File: src/rtl/dht_pkg.sv
`timescale 1ns / 1ps
package dht_pkg;

    localparam int DEF_TABLE_SLOTS = 1021;

    localparam logic [1:0] CMD_INSERT = 2'd0;
    localparam logic [1:0] CMD_REMOVE = 2'd1;
    localparam logic [1:0] CMD_LOOKUP = 2'd2;
    localparam logic [1:0] CMD_UNUSED = 2'd3;

    localparam logic [2:0] ST_INSERTED = 3'd0;
    localparam logic [2:0] ST_UPDATED  = 3'd1;
    localparam logic [2:0] ST_REMOVED  = 3'd2;
    localparam logic [2:0] ST_FOUND    = 3'd3;
    localparam logic [2:0] ST_NOTFOUND = 3'd4;
    localparam logic [2:0] ST_FULL     = 3'd5;

    typedef struct packed {
        logic [1:0]  cmd;
        logic [31:0] key;
        logic [31:0] value;
    } t_in;

    typedef struct packed {
        logic [2:0]  status;
        logic [31:0] result_value;
        logic [9:0]  entry_count;
    } t_out;

    typedef struct packed {
        logic        active;
        logic [31:0] key;
        logic [31:0] value;
    } t_slot;

endpackage

File: src/rtl/dht_hash.sv
`timescale 1ns / 1ps
module dht_hash #(
    parameter int TABLE_SLOTS = dht_pkg::DEF_TABLE_SLOTS
) (
    input  logic                           i_clk,
    input  logic                           i_rst_n,
    input  logic                           i_start,
    input  logic [31:0]                    i_key,
    output logic                           o_done,
    output logic [$clog2(TABLE_SLOTS)-1:0] o_first,
    output logic [$clog2(TABLE_SLOTS)-1:0] o_step_m1
);

    localparam int          W_IDX   = $clog2(TABLE_SLOTS);
    localparam int          L_SH1   = $clog2(TABLE_SLOTS);
    localparam int          L_SH2   = $clog2(TABLE_SLOTS - 2);
    localparam logic [31:0] L_D1    = 32'(TABLE_SLOTS);
    localparam logic [31:0] L_D2    = 32'(TABLE_SLOTS - 2);
    localparam logic [63:0] L_M1    =
        ((64'd1 << (32 + L_SH1)) + 64'(L_D1) - 64'd1) / 64'(L_D1);
    localparam logic [63:0] L_M2    =
        ((64'd1 << (32 + L_SH2)) + 64'(L_D2) - 64'd1) / 64'(L_D2);
    localparam logic [31:0] L_M1_LO = L_M1[31:0];
    localparam logic [31:0] L_M2_LO = L_M2[31:0];

    logic [31:0]      r_key;
    logic [63:0]      r_p1;
    logic [63:0]      r_p2;
    logic [31:0]      r_q1;
    logic [31:0]      r_q2;
    logic [31:0]      r_qd1;
    logic [31:0]      r_qd2;
    logic [W_IDX-1:0] r_r1;
    logic [W_IDX-1:0] r_r2;
    logic [1:0]       r_cnt;
    logic             r_busy;
    logic             r_done;
    logic [64:0]      w_full1;
    logic [64:0]      w_full2;

    // quotient by reciprocal: key * (2^32 + m_lo), then shift
    assign w_full1 = {1'b0, r_key, 32'd0} + {1'b0, r_p1};
    assign w_full2 = {1'b0, r_key, 32'd0} + {1'b0, r_p2};

    always_ff @(posedge i_clk) begin
        if (!i_rst_n) begin
            r_busy <= 1'b0;
            r_done <= 1'b0;
            r_cnt  <= 2'd0;
        end else begin
            r_done <= 1'b0;
            if (i_start) begin
                r_busy <= 1'b1;
                r_cnt  <= 2'd0;
            end else if (r_busy) begin
                r_cnt <= r_cnt + 2'd1;
                if (r_cnt == 2'd3) begin
                    r_busy <= 1'b0;
                    r_done <= 1'b1;
                end
            end
        end
    end

    always_ff @(posedge i_clk) begin
        if (i_start) begin
            r_key <= i_key;
        end
        r_p1  <= 64'(r_key) * 64'(L_M1_LO);
        r_p2  <= 64'(r_key) * 64'(L_M2_LO);
        r_q1  <= 32'(w_full1 >> (32 + L_SH1));
        r_q2  <= 32'(w_full2 >> (32 + L_SH2));
        r_qd1 <= r_q1 * L_D1;
        r_qd2 <= r_q2 * L_D2;
        r_r1  <= W_IDX'(r_key - r_qd1);
        r_r2  <= W_IDX'(r_key - r_qd2);
    end

    assign o_done    = r_done;
    assign o_first   = r_r1;
    assign o_step_m1 = r_r2;

endmodule

File: config.mk
export PLATFORM = sky130hd
export DESIGN_NAME = dht_hash
export DESIGN_NICKNAME = d
export VERILOG_FILES = /design/src/rtl/dht_pkg.sv /design/src/rtl/dht_hash.sv
export SDC_FILE = /design/constraint.sdc
export NUM_CORES = 2
export LEC_CHECK = 0
export ABC_AREA = 1
export CAP_MARGIN = 20
export CORE_MARGIN = 5
export CORE_UTILIZATION = 50
export CTS_BUF_LIST = sky130_fd_sc_hd__clkbuf_4 sky130_fd_sc_hd__clkbuf_8 sky130_fd_sc_hd__clkbuf_16
export CTS_CLUSTER_DIAMETER = 200
export DETAILED_ROUTE_END_ITERATION = 16
export DONT_BUFFER_PORTS = 1
export HOLD_SLACK_MARGIN = 0.08
export PLACE_DENSITY = 0.73
export SLEW_MARGIN = 20
export SYNTH_ARGS = -nofsm -noshare
export SYNTH_HDL_FRONTEND = slang
export SYNTH_SLANG_ARGS = --single-unit
File: constraint.sdc
create_clock -name i_clk -period 6 [get_ports i_clk]
set_input_delay 0.9 -clock i_clk [delete_from_list [all_inputs] [get_ports i_clk]]
set_output_delay 0.9 -clock i_clk [all_outputs]
set_load 0.1 [all_outputs]
==> flow_summary_export.csv <==
group,metric,value,unit
die,ios,56,
die,die-area,0.0697,mm^2
timing,period_share,97.7,%
critical_path,cp.required,6440,ps
critical_path,slowest_delay,630,ps
global_route,grt_pass1_vias,26057,
clock_tree,path_clk_slew,80,ps
finish,area_delta_synth_final,9.34,%
clock_tree,cts_buffers,17,
clock_tree,clkSinkCount,136,
clock_tree,cts-htree-levels,4,
global_route,grt_use_total,27.7,%
logic_synthesis,syn_nets,5056,
global_route,grt_pass1_wl,149,mm
clock_tree,clockBufferDepth,2,
finish,final_common_cell,"inv_1",
critical_path,cp_cell_sequence,"ha_1 -> ha_1 -> fa_1 -> fa_1 -> fa_1 -> inv_1 -> fa_1 -> fa_1 -> inv_1 -> ha_1 -> nand2_1 -> o21ai_1 -> nand2_1 -> nand2_1 -> inv_1 -> nand2_1 -> inv_1 -> nand2_1 -> xor2_2 -> buf_4",
detailed_routing,wl_per_cell,19.7,um
timing,fin_worst_skew,24.2,ps
timing,period_minus_slack,5860,ps
critical_path,critPathCaptureType,"flop",
logic_synthesis,synth_top_area_share,31.7,%
place,routabilityCongestion,1.03,
logic_synthesis,synth-seq-cells,136,
detailed_routing,drt.antenna.violating_nets,0,
detailed_routing,drcViolationCount,0,
clock_tree,clk_latency,500,ps
finish,design_area,0.0353,mm^2
detailed_routing,wirelength,96.4,mm
detailed_routing,drtIter0Drc,1749,
timing,hold_viol_final,0,
detailed_routing,first_pass_iters,5,
finish,n_fill_cell,5908,
logic_synthesis,seq_area_frac_synth,9.43,%
detailed_routing,num_vias,25739,
timing,slew_viol_final,0,
logic_synthesis,synthFlopType,"dfxtp_1",
die,core,0.0642,mm^2
finish,seq_area,0.00304,mm^2
global_route,grt_max_degree,35,
logic_synthesis,yosys_warnings,0,
die,die_x,264,um
min_path,hp-class,"flop to flop",
detailed_routing,vias_per_cell,5.25,
die,start_util,50.2,%
logic_synthesis,yosysTopAreaCell,"fa_1",
logic_synthesis,syn_inst,3896,
run,cap_violations,0,
logic_synthesis,ys_async_sr_fraction,0,%
die,rows,93,
timing,worst_pin_slew,976,ps
timing,clock.fmax,171,MHz
global_route,antenna_found_initial,9,
place,place_area,0.0340,mm^2
critical_path,critPathSlowestCell,"fa_1",
finish,multi_input_area,0.0253,mm^2
critical_path,crit_buf_inv,5,
logic_synthesis,synth_edf_count,32,
logic_synthesis,synth_area,0.0323,mm^2
critical_path,worstSetupPathType,"flop to flop",
timing,rsz0062_at_grt,"true",
finish,final_cell_mix,"inv_1 (1,155), nand2_1 (619), ha_1 (597)",
run_status,status,"finished, final reports clean",
logic_synthesis,yosys.cell_types.count,37,
timing,timing.slew.headroom,34.8,%
logic_synthesis,ys_top_cells_by_area,"fa_1 (32%), ha_1 (24%), inv_1 (13%), nand2_1 (7.4%), dfxtp_1 (6.5%)",
clock_tree,ctsHoldBuffers,0,
logic_synthesis,synth.avg_cell_area,8.28,um^2
timing,setup_violations,0,
critical_path,path_delay_family,"adder cells",
critical_path,crit_fanout,6,
finish,drive_gt1_share,6.53,%
critical_path,cp-start-kind,"flop",
clock_tree,cts_tree,"done",
global_route,overflow,0,
clock_tree,ctsRootBufferMaster,"clkbuf_16",
die,die_y,264,um
place,port_buffers,0,
finish,nNetsFinal,5190,
place,dp_hpwl,85.6,mm
critical_path,crit_arrival,6300,ps
final timing paths:
check / startpoint / endpoint / slack [ps] / cells past startpoint
setup / recovery: r_key[4]$_DFFE_PP_ / r_p1[33]$_DFF_P_ / 140 / 20
hold / removal: r_cnt[1]$_SDFFE_PP0P_ / r_cnt[1]$_SDFFE_PP0P_ / 470 / 2
setup reg to reg: r_key[4]$_DFFE_PP_ / r_p1[33]$_DFF_P_ / 140 / 20
hold reg to reg: r_cnt[1]$_SDFFE_PP0P_ / r_cnt[1]$_SDFFE_PP0P_ / 470 / 2
stage by stage:
stage	instances	TNS [ps]	setup slack, ps	hold WS [ps]	util [%]
after global placement	4834	0	67.0	457	52.9
after CTS	4866	0	11.3	461	53.9
after global routing	4905	-173	-26.4	472	54.9
after floorplan	3896	0	287	425	-
after detailed placement	4834	0	26.7	469	52.9
final	4906	0	139	474	54.9
cells by family after synthesis:
group | Yosys count | synth area share [%]
buf+inv | 1160 | 13.5
compound gates | 322 | 5.38
simple gates | 1059 | 13.6
fa+ha+maj | 1125 | 55.5
flops | 136 | 9.43
xor+xnor | 94 | 2.55
cell type report:
cell class | count | area share (%)
diodes | 8 | 0.0567
flip-flops and latches | 136 | 8.62
repair buffers | 115 | 2.55
clock buffers | 18 | 1.28
clock inverters | 14 | 0.465
multi-input cells | 2600 | 71.7
inverters | 1160 | 12.3
well taps | 855 | 3.03
repair_timing:
action / CTS / global route
setup buffers: 0 / 32
setup endpoints to repair: 0 / 37
gates resized for setup: 0 / 126
synth_stat cells, types with 6 or more instances:
cell / count
a21o_1: 11
a21oi_1: 180
dfxtp_1: 104
edfxtp_1: 32
fa_1: 511
ha_1: 614
inv_1: 1156
nand2_1: 633
nand2_2: 6
nand3_1: 99
nand4_1: 51
nor2_1: 203
nor2_2: 7
nor3_1: 32
nor4_1: 11
o21ai_0: 92
o21bai_1: 24
xnor2_1: 39
xor2_1: 55
tightest hold or removal path, delay by kind of cell (launching register included):
family,cells,cell delay [ps]
and+or+nand+nor,1,60
DFF,1,320
AOI/OAI and AO/OA,1,50
layer usage:
layer | wire length [um] | vias to the layer above | track usage, % | share of wire, %
li1 | - | 12133 | - | -
met1 | 39500 | 12380 | 36.2 | 41
met2 | 45200 | 1009 | 45.9 | 47
met3 | 7540 | 215 | 5.29 | 7.8
met4 | 4210 | 2 | 10.5 | 4.4
met5 | 11 | - | 0 | 0.011
flip-flops by register name, summed over array words and instances (netlist names), 2 cells and up:
signal / cells
r_q1: 10
r_qd1: 10
r_p2: 20
o_step_m1: 10
r_q2: 10
r_key: 32
r_cnt: 2
o_first: 10
r_qd2: 10
r_p1: 20
Power is left out: the tool's default activity adds up to more than one toggle a clock period on the data nets, which glitch-free logic cannot reach.
